`config.mk`:
```
export PLATFORM = sky130hd
export DESIGN_NAME = periodic_task_tick_scheduler
export DESIGN_NICKNAME = d
export VERILOG_FILES = /design/src/hw/rtl/ptts_pkg.sv /design/src/hw/rtl/periodic_task_tick_scheduler.sv
export VERILOG_INCLUDE_DIRS = /design/src /design/src/hw/rtl
export SDC_FILE = /design/constraint.sdc
export NUM_CORES = 1
export LEC_CHECK = 0
export BUFFER_PORTS_ARGS = -buffer_cell sky130_fd_sc_hd__buf_4
export CAP_MARGIN = 30
export CORE_MARGIN = 3
export CORE_UTILIZATION = 32
export CTS_CLUSTER_SIZE = 24
export DETAILED_ROUTE_END_ITERATION = 10
export SETUP_SLACK_MARGIN = 0.02
export SLEW_MARGIN = 20
export SYNTH_ARGS = -nofsm -noshare
export SYNTH_HDL_FRONTEND = slang
export SYNTH_SLANG_ARGS = --single-unit
```
`constraint.sdc`:
```
create_clock -name clk -period 4.6 [get_ports clk]
set_clock_uncertainty 0.05 [all_clocks]
set_input_delay 0.69 -clock clk [delete_from_list [all_inputs] [get_ports clk]]
set_output_delay 0.69 -clock clk [all_outputs]
set_load 0.1 [all_outputs]
```
`src/hw/rtl/periodic_task_tick_scheduler_defines.svh`:
```
// Assertion helpers shared by the scheduler RTL.
`ifndef PERIODIC_TASK_TICK_SCHEDULER_DEFINES_SVH
`define PERIODIC_TASK_TICK_SCHEDULER_DEFINES_SVH

// Property must hold on every clock edge outside reset.
`define PTTS_ASSERT(label, clk, rst_n, prop, msg) \
    label: assert property (@(posedge clk) disable iff (!rst_n) (prop)) \
        else $error(msg);

// Antecedent in one cycle implies consequent in the next.
`define PTTS_ASSERT_NEXT(label, clk, rst_n, ante, cons, msg) \
    label: assert property (@(posedge clk) disable iff (!rst_n) (ante) |=> (cons)) \
        else $error(msg);

`endif

```
`src/hw/rtl/ptts_pkg.sv`:
```
package ptts_pkg;

    localparam int COUNT_WIDTH_DEFAULT = 16;
    localparam int CFG_WIDTH           = 16;
    localparam int CFG_INDEX_WIDTH     = 3;
    localparam int LEVEL_WIDTH         = 16;
    localparam int TOGGLE_WIDTH        = 16;
    localparam int REQ_WIDTH           = 2;

    // Configuration register indexes
    localparam logic [CFG_INDEX_WIDTH-1:0] CFG_MEASURE_PERIOD  = 3'd0;
    localparam logic [CFG_INDEX_WIDTH-1:0] CFG_SENSOR_VALVE_ON = 3'd1;
    localparam logic [CFG_INDEX_WIDTH-1:0] CFG_SENSOR_VALVE_OFF = 3'd2;
    localparam logic [CFG_INDEX_WIDTH-1:0] CFG_SENSOR_FAST     = 3'd3;
    localparam logic [CFG_INDEX_WIDTH-1:0] CFG_SENSOR_EXERCISE = 3'd4;
    localparam logic [CFG_INDEX_WIDTH-1:0] CFG_ALT_INTERVAL    = 3'd5;
    localparam logic [CFG_INDEX_WIDTH-1:0] CFG_AUTO_EXIT       = 3'd6;

    // Operation codes
    localparam logic OP_TICK    = 1'b0;
    localparam logic OP_RESTART = 1'b1;

    // Status request codes
    localparam logic [REQ_WIDTH-1:0] REQ_NONE    = 2'd0;
    localparam logic [REQ_WIDTH-1:0] REQ_MEASURE = 2'd1;
    localparam logic [REQ_WIDTH-1:0] REQ_SENSOR  = 2'd2;

    // Separation applied when the two schedule countdowns collide
    localparam int COLLIDE_SENSOR_STEP  = 2;
    localparam int COLLIDE_MEASURE_STEP = 4;

endpackage

```
`src/hw/rtl/periodic_task_tick_scheduler.sv`:
```
// Periodic task tick scheduler.
// Input channel (in_valid/in_ready) takes one word per wake-up tick or
// auto-exit restart, with the mode flags and the current level value.
// Output channel (out_valid/out_ready) returns exactly one result word per
// input word: status request, display draw flags, level to draw and the
// auto-exit expired flag.
// Config channel (cfg_valid/cfg_ready) writes the seven 16-bit period
// registers by index; it is always ready. Indexes past the list are dropped.
// The result of a word accepted at an edge is registered at that same edge.
// Throughput is one word per cycle while out_ready is high; all countdown updates,
// reloads and the display decision are done in a single pass into the
// state and output registers.
// The output register decouples the two sides: a new word is taken while a
// result waits, as long as out_ready is high; when the receiver stalls,
// the result holds and in_ready drops.
// Reset clears all config registers, loads the sensor countdown with zero,
// the measurement countdown with one, and forces the next level draw.
module periodic_task_tick_scheduler #(
    parameter int COUNT_WIDTH = ptts_pkg::COUNT_WIDTH_DEFAULT
) (
    input  logic                                  clk,
    input  logic                                  rst_n,

    input  logic                                  cfg_valid,
    output logic                                  cfg_ready,
    input  logic [ptts_pkg::CFG_INDEX_WIDTH-1:0]  cfg_index,
    input  logic [ptts_pkg::CFG_WIDTH-1:0]        cfg_data,

    input  logic                                  in_valid,
    output logic                                  in_ready,
    input  logic                                  operation,
    input  logic                                  paused,
    input  logic                                  exercise_mode,
    input  logic                                  fast_poll,
    input  logic                                  valve_open,
    input  logic                                  low_temp_armed,
    input  logic [ptts_pkg::LEVEL_WIDTH-1:0]      level_value,

    output logic                                  out_valid,
    input  logic                                  out_ready,
    output logic [ptts_pkg::REQ_WIDTH-1:0]        status_request,
    output logic                                  show_low,
    output logic                                  show_level,
    output logic [ptts_pkg::LEVEL_WIDTH-1:0]      shown_level,
    output logic                                  auto_exit_expired
);

    import ptts_pkg::*;

    `include "periodic_task_tick_scheduler_defines.svh"

    // config registers
    logic [CFG_WIDTH-1:0] measure_period_reg;
    logic [CFG_WIDTH-1:0] sensor_on_reg;
    logic [CFG_WIDTH-1:0] sensor_off_reg;
    logic [CFG_WIDTH-1:0] sensor_fast_reg;
    logic [CFG_WIDTH-1:0] sensor_exercise_reg;
    logic [CFG_WIDTH-1:0] alt_interval_reg;
    logic [CFG_WIDTH-1:0] auto_exit_reg;

    // schedule state
    logic [COUNT_WIDTH-1:0]  sensor_cnt_reg,  sensor_cnt_next;
    logic [COUNT_WIDTH-1:0]  measure_cnt_reg, measure_cnt_next;
    logic [COUNT_WIDTH-1:0]  exit_cnt_reg,    exit_cnt_next;
    logic                    indicating_low_reg, indicating_low_next;
    logic [TOGGLE_WIDTH-1:0] toggle_ticks_reg, toggle_ticks_next;
    logic [LEVEL_WIDTH-1:0]  last_level_reg,  last_level_next;
    logic                    redraw_reg,      redraw_next;

    // output register
    logic                    out_valid_reg;
    logic [REQ_WIDTH-1:0]    request_reg,     request_next;
    logic                    show_low_reg,    show_low_next;
    logic                    show_level_reg,  show_level_next;
    logic [LEVEL_WIDTH-1:0]  shown_level_reg, shown_level_next;
    logic                    expired_reg,     expired_next;

    logic in_accept;
    logic cfg_accept;

    assign cfg_ready  = 1'b1;
    assign cfg_accept = cfg_valid & cfg_ready;
    assign in_ready   = ~out_valid_reg | out_ready;
    assign in_accept  = in_valid & in_ready;

    always_ff @(posedge clk or negedge rst_n)
    begin
        if (!rst_n)
        begin
            measure_period_reg  <= '0;
            sensor_on_reg       <= '0;
            sensor_off_reg      <= '0;
            sensor_fast_reg     <= '0;
            sensor_exercise_reg <= '0;
            alt_interval_reg    <= '0;
            auto_exit_reg       <= '0;
        end
        else if (cfg_accept)
        begin
            unique case (cfg_index)
                CFG_MEASURE_PERIOD:   measure_period_reg  <= cfg_data;
                CFG_SENSOR_VALVE_ON:  sensor_on_reg       <= cfg_data;
                CFG_SENSOR_VALVE_OFF: sensor_off_reg      <= cfg_data;
                CFG_SENSOR_FAST:      sensor_fast_reg     <= cfg_data;
                CFG_SENSOR_EXERCISE:  sensor_exercise_reg <= cfg_data;
                CFG_ALT_INTERVAL:     alt_interval_reg    <= cfg_data;
                CFG_AUTO_EXIT:        auto_exit_reg       <= cfg_data;
                default: ;
            endcase
        end
    end

    always_comb
    begin
        logic [COUNT_WIDTH-1:0] s_dec;
        logic [COUNT_WIDTH-1:0] m_dec;
        logic [COUNT_WIDTH-1:0] s_rel;
        logic [COUNT_WIDTH-1:0] m_rel;
        logic [CFG_WIDTH-1:0]   sensor_period;

        sensor_cnt_next     = sensor_cnt_reg;
        measure_cnt_next    = measure_cnt_reg;
        exit_cnt_next       = exit_cnt_reg;
        indicating_low_next = indicating_low_reg;
        toggle_ticks_next   = toggle_ticks_reg;
        last_level_next     = last_level_reg;
        redraw_next         = redraw_reg;

        request_next     = REQ_NONE;
        show_low_next    = 1'b0;
        show_level_next  = 1'b0;
        shown_level_next = '0;

        s_dec = (sensor_cnt_reg  != '0) ? sensor_cnt_reg  - COUNT_WIDTH'(1) : '0;
        m_dec = (measure_cnt_reg != '0) ? measure_cnt_reg - COUNT_WIDTH'(1) : '0;
        s_rel = s_dec;
        m_rel = m_dec;

        if (exercise_mode)
            sensor_period = sensor_exercise_reg;
        else if (fast_poll)
            sensor_period = sensor_fast_reg;
        else if (valve_open)
            sensor_period = sensor_on_reg;
        else
            sensor_period = sensor_off_reg;

        if (operation == OP_RESTART)
        begin
            exit_cnt_next = COUNT_WIDTH'(auto_exit_reg);
        end
        else
        begin
            exit_cnt_next = (exit_cnt_reg != '0) ? exit_cnt_reg - COUNT_WIDTH'(1) : '0;

            if (!paused)
            begin
                if (m_dec == '0)
                begin
                    m_rel        = COUNT_WIDTH'(measure_period_reg);
                    request_next = REQ_MEASURE;
                end
                // sensor poll overrides a measurement request
                if (s_dec == '0)
                begin
                    s_rel        = COUNT_WIDTH'(sensor_period);
                    request_next = REQ_SENSOR;
                end
            end

            if (s_rel == m_rel)
            begin
                sensor_cnt_next  = s_rel + COUNT_WIDTH'(COLLIDE_SENSOR_STEP);
                measure_cnt_next = m_rel + COUNT_WIDTH'(COLLIDE_MEASURE_STEP);
            end
            else
            begin
                sensor_cnt_next  = s_rel;
                measure_cnt_next = m_rel;
            end

            if (low_temp_armed)
            begin
                if (indicating_low_reg)
                begin
                    show_low_next = (toggle_ticks_reg == '0);
                end
                else if (redraw_reg || (last_level_reg != level_value))
                begin
                    show_level_next  = 1'b1;
                    shown_level_next = level_value;
                    last_level_next  = level_value;
                    redraw_next      = 1'b0;
                end

                if (toggle_ticks_reg > alt_interval_reg)
                begin
                    indicating_low_next = ~indicating_low_reg;
                    toggle_ticks_next   = '0;
                    // leaving the LOW phase: level must be drawn again
                    if (indicating_low_reg)
                        redraw_next = 1'b1;
                end
                else
                begin
                    toggle_ticks_next = toggle_ticks_reg + TOGGLE_WIDTH'(1);
                end
            end
        end

        expired_next = (exit_cnt_next == '0);
    end

    always_ff @(posedge clk or negedge rst_n)
    begin
        if (!rst_n)
        begin
            sensor_cnt_reg     <= '0;
            measure_cnt_reg    <= COUNT_WIDTH'(1);
            exit_cnt_reg       <= '0;
            indicating_low_reg <= 1'b0;
            toggle_ticks_reg   <= '0;
            last_level_reg     <= '0;
            redraw_reg         <= 1'b1;
            out_valid_reg      <= 1'b0;
        end
        else
        begin
            if (in_accept)
            begin
                sensor_cnt_reg     <= sensor_cnt_next;
                measure_cnt_reg    <= measure_cnt_next;
                exit_cnt_reg       <= exit_cnt_next;
                indicating_low_reg <= indicating_low_next;
                toggle_ticks_reg   <= toggle_ticks_next;
                last_level_reg     <= last_level_next;
                redraw_reg         <= redraw_next;
                out_valid_reg      <= 1'b1;
            end
            else if (out_ready)
            begin
                out_valid_reg <= 1'b0;
            end
        end
    end

    // result word, loaded only when a new word is taken
    always_ff @(posedge clk)
    begin
        if (in_accept)
        begin
            request_reg     <= request_next;
            show_low_reg    <= show_low_next;
            show_level_reg  <= show_level_next;
            shown_level_reg <= shown_level_next;
            expired_reg     <= expired_next;
        end
    end

    assign out_valid         = out_valid_reg;
    assign status_request    = request_reg;
    assign show_low          = show_low_reg;
    assign show_level        = show_level_reg;
    assign shown_level       = shown_level_reg;
    assign auto_exit_expired = expired_reg;

    // the collision rule keeps the two schedules apart at all times
    `PTTS_ASSERT(a_sched_apart, clk, rst_n, sensor_cnt_reg != measure_cnt_reg,
        "sensor and measurement countdowns coincide")

    `PTTS_ASSERT(a_draw_exclusive, clk, rst_n,
        !(out_valid_reg && show_low_reg && show_level_reg),
        "LOW indication and level drawn together")

    `PTTS_ASSERT(a_level_zero, clk, rst_n,
        !(out_valid_reg && !show_level_reg && (shown_level_reg != '0)),
        "level value present without a draw")

    `PTTS_ASSERT_NEXT(a_restart_quiet, clk, rst_n,
        in_accept && (operation == OP_RESTART),
        out_valid_reg && (request_reg == REQ_NONE) && !show_low_reg && !show_level_reg,
        "restart word produced a request or a draw")

    `PTTS_ASSERT_NEXT(a_restart_expiry, clk, rst_n,
        in_accept && (operation == OP_RESTART),
        expired_reg == (exit_cnt_reg == '0),
        "expired flag does not match auto-exit countdown")

endmodule
```
==> metrics.csv <==
stage,metric,value,unit
timing,endpoints failing hold,0,
worst_setup_path,crit path capture type,flop,
yosys,Syn Area/Cell,10.2,µm²
final_layout,area of the multi-input gates,0.00658,mm²
route,DR vias/cell,5.39,
yosys,"Distinct cells, synth",77,
placed_design,DP Worst Slack,-9.78,ps
worst_setup_path,Crit Path Max Fanout,8,
yosys,"Cell Area, Synth",0.0124,mm²
yosys,asr flop ratio synth,90.3,%
min_path,WHS Path Cells,2,
clock_network,clk_lat worst skew,550,ps
route,Metal-1 WL,16400,µm
final_layout,layout cells sized above 1,27.5,%
floorplan,I/O pins,70,
global_routing,vias in the first global route,9872,
yosys,synthesis-stage register bit count,216,
yosys,syn_nets,1291,
final_layout,Register Area,0.00551,mm²
worst_setup_path,CP Cell Sequence,"nor4_1, nand2_2, o31a_1, or3b_1, or4_1, and3_1, nor4_2, nand4_2, buf_4, nor4_2, nor3_1, a221o_1",
floorplan,Die H,203,µm
yosys,register area share after synthesis,44.3,%
worst_setup_path,worst path required time,4970,ps
worst_setup_path,reg2reg path depth,12,
route,DRT iter0 DRCs,623,
route,met2 WL,15900,µm
timing,Worst slew margin,43.7,%
final_layout,area grow syn2layout,19.0,%
global_routing,grt ovf,0,
run,Max Cap Viol,0,
route,drt pass-1 iters,5,
floorplan,Initial Util,32.7,%
power_and_ir_drop,pwr dens,578,mW/mm²
yosys,adder-cell share of the synthesized area,2.41,%
yosys,Post-Syn Instances,1221,
min_path,worst hold path type,in2reg,
clock_network,CTS tree,done,
timing,Final Cycle Share,95.5,%
yosys,xor and xnor area share after synthesis,4.44,%
route,detailed-route DRC error count,0,
final_layout,Non-Filler Instances,1852,
floorplan,Rows,71,
yosys,synth top area cells,"dfrtp_1, mux2_2, edfxtp_1, xor2_1, nand2_1",
timing,Min Hold Slack,294,ps
route,metal3 WL,2010,µm
placed_design,routability cong.,0.907,
timing,min Tclk post-route,4390,ps
route,Vias,9977,
final_layout,"Core Util, Final",38.9,%
worst_setup_path,"Top cell by count, worst path",nor4_2,
timing,Max Slew Vio Count,0,
route,top routing layer in use,met5,
timing,Fmax,228,MHz
clock_network,CTS buffer count,25,
power_and_ir_drop,"IR drop worst, VDD",0.235,mV
clock_network,Root Driver,clkbuf_16,
placed_design,detailed placer's ending HPWL,25600,µm
timing,final setup margin,206,ps
timing,worst slew pin tran,832,ps
final_layout,fillcell total,3794,
global_routing,pin count of the biggest net entering global routing,109,
route,WL/cell,19.0,µm
placed_design,Placed Cells,1799,
floorplan,Die Width,203,µm
route,ANT nets after route,0,
clock_network,Worst-path clk slew,60,ps
clock_network,clock buffer depth,3,
clock_network,clock sink count,216,
run_status,outcome,finished clean,
worst_setup_path,worst reg-to-reg setup slack,210,ps
clock_network,htree depth,1,
power_and_ir_drop,Static Leak,6.31,nW
floorplan,Die ar.,0.0413,mm²
worst_setup_path,CP max stage cell,or4_1,
final_layout,Nets,1391,
yosys,Post-synth EDFFs,21,
yosys,"area leader, netlist",dfrtp_1,
route,"wirelength, routed",35300,µm
timing,RSZ-0062 raised after global routing,false,
worst_setup_path,crit-path max cell delay,610,ps
floorplan,Core ar.,0.0380,mm²
global_routing,antenna violations before repair,3,
yosys,Synth Flop Type,dfrtp_1,
yosys,top-count cell post-synth,dfrtp_1,
worst_setup_path,CP startpoint kind,flop,
global_routing,global-route wire length before repair,56200,µm
yosys,area share of the largest cell type after synthesis,38.8,%
yosys,mux contribution to synthesized area,14.5,%
yosys,area fraction in compound gates after synthesis,12.6,%
worst_setup_path,WP data arrival,4760,ps
yosys,synthesis warning total,0,
timing,Setup Viol. Count Final,0,
worst_setup_path,Crit Path Class,reg2reg,
global_routing,GRT Overall Usage,17.0,%
placed_design,IO buf count,68,
yosys,simple-gate area share of the yosys netlist,18.4,%
yosys,main combinational cell family by area after synthesis,simple AND/OR/NAND/NOR gates,
yosys,Synth top cells by count,"dfrtp_1, mux2_2, nand2_1",
routing by layer:
metal	global-route usage [%]	vias up
met5	0	-
met4	5.11	2
met3	2.20	70
met2	27.0	301
met1	24.3	4902
li1	-	4702
path summary, 6_finish.rpt:
path | start | endpoint
worst min register to register | sensor_fast_reg[12] | sensor_fast_reg[12]
min in group asynchronous | rst_n | sensor_cnt_reg[3]
max in group asynchronous | rst_n | sensor_on_reg[13]
worst max register to register | measure_cnt_reg[10] | measure_cnt_reg[12]
worst min-delay path | in_valid | out_valid
worst max-delay path | measure_cnt_reg[10] | measure_cnt_reg[12]
cell usage in the layout (no fill, tap or decap), drive strengths merged, types with 7 or more instances in the layout:
master / count
nor3: 38
ha: 24
nand3: 36
o22ai: 7
mux2: 139
nand2b: 7
o31ai: 20
nand4: 25
and3: 20
dfrtp: 193
inv: 38
a31o: 7
mux2i: 24
or4: 12
xor2: 44
a21o: 11
a31oi: 18
nor2: 72
and2: 24
clkbuf: 33
edfxtp: 21
o21ai: 75
xnor2: 19
nand2: 101
nor4: 40
a22oi: 9
a221o: 7
clkinv: 10
a21oi: 42
or3: 10
buf: 135
power breakdown:
part           internal (W)  switching, W  total, W  leakage (nW)
sequential          0.00240      0.000439   0.00284          2.60
clock               0.00120      0.000834   0.00203         0.424
combinational       0.00150       0.00219   0.00369          3.28
worst max-delay path, delay by kind of cell (launching register included):
family                 cells  cell delay, ps
AO/OA/AOI/OAI              2             620
flip-flops                 1             440
buffers and inverters      1             240
AND/OR/NAND/NOR            9            2900
through the flow:
stage                     total power (W)  TNS (ps)  area [µm²]
after global placement            0.00640     -19.5       13800
after detailed placement          0.00644     -9.78       13800
after CTS                         0.00852         0       14700
final                             0.00856         0       14800
after floorplan                   0.00526         0       12400
after global routing              0.00912         0       14800
layout make-up:
cell class	instances	share of cell area [%]
repair buffers	137	7.30
multi-input cells	904	44.5
flip-flops and latches	216	37.2
inverters	37	0.938
clock buffers	32	4.74
clock inverters	14	0.980
diodes	1	0.0169
well taps	511	4.32
logic make-up (layout without fill, tap and decap cells):
logic type | after synthesis | count (layout)
AND/OR/NAND/NOR | 416 | 416
AO/OA/AOI/OAI | 237 | 237
flip-flops | 216 | 216
multiplexers | 163 | 163
buffers and inverters | 101 | 220
XOR/XNOR | 63 | 63
adder cells (fa/ha/maj) | 24 | 24
other | 1 | 2
timing repair:
action / CTS / global route
resized for setup: 1 / 11
hold endpoints to repair: 0 / 22
hold buffers: 0 / 1
endpoints found under the setup margin: 4 / 26
setup buffers: 0 / 2
pin swaps: 0 / 1
Note: power is estimated with default switching activity, not from simulation.
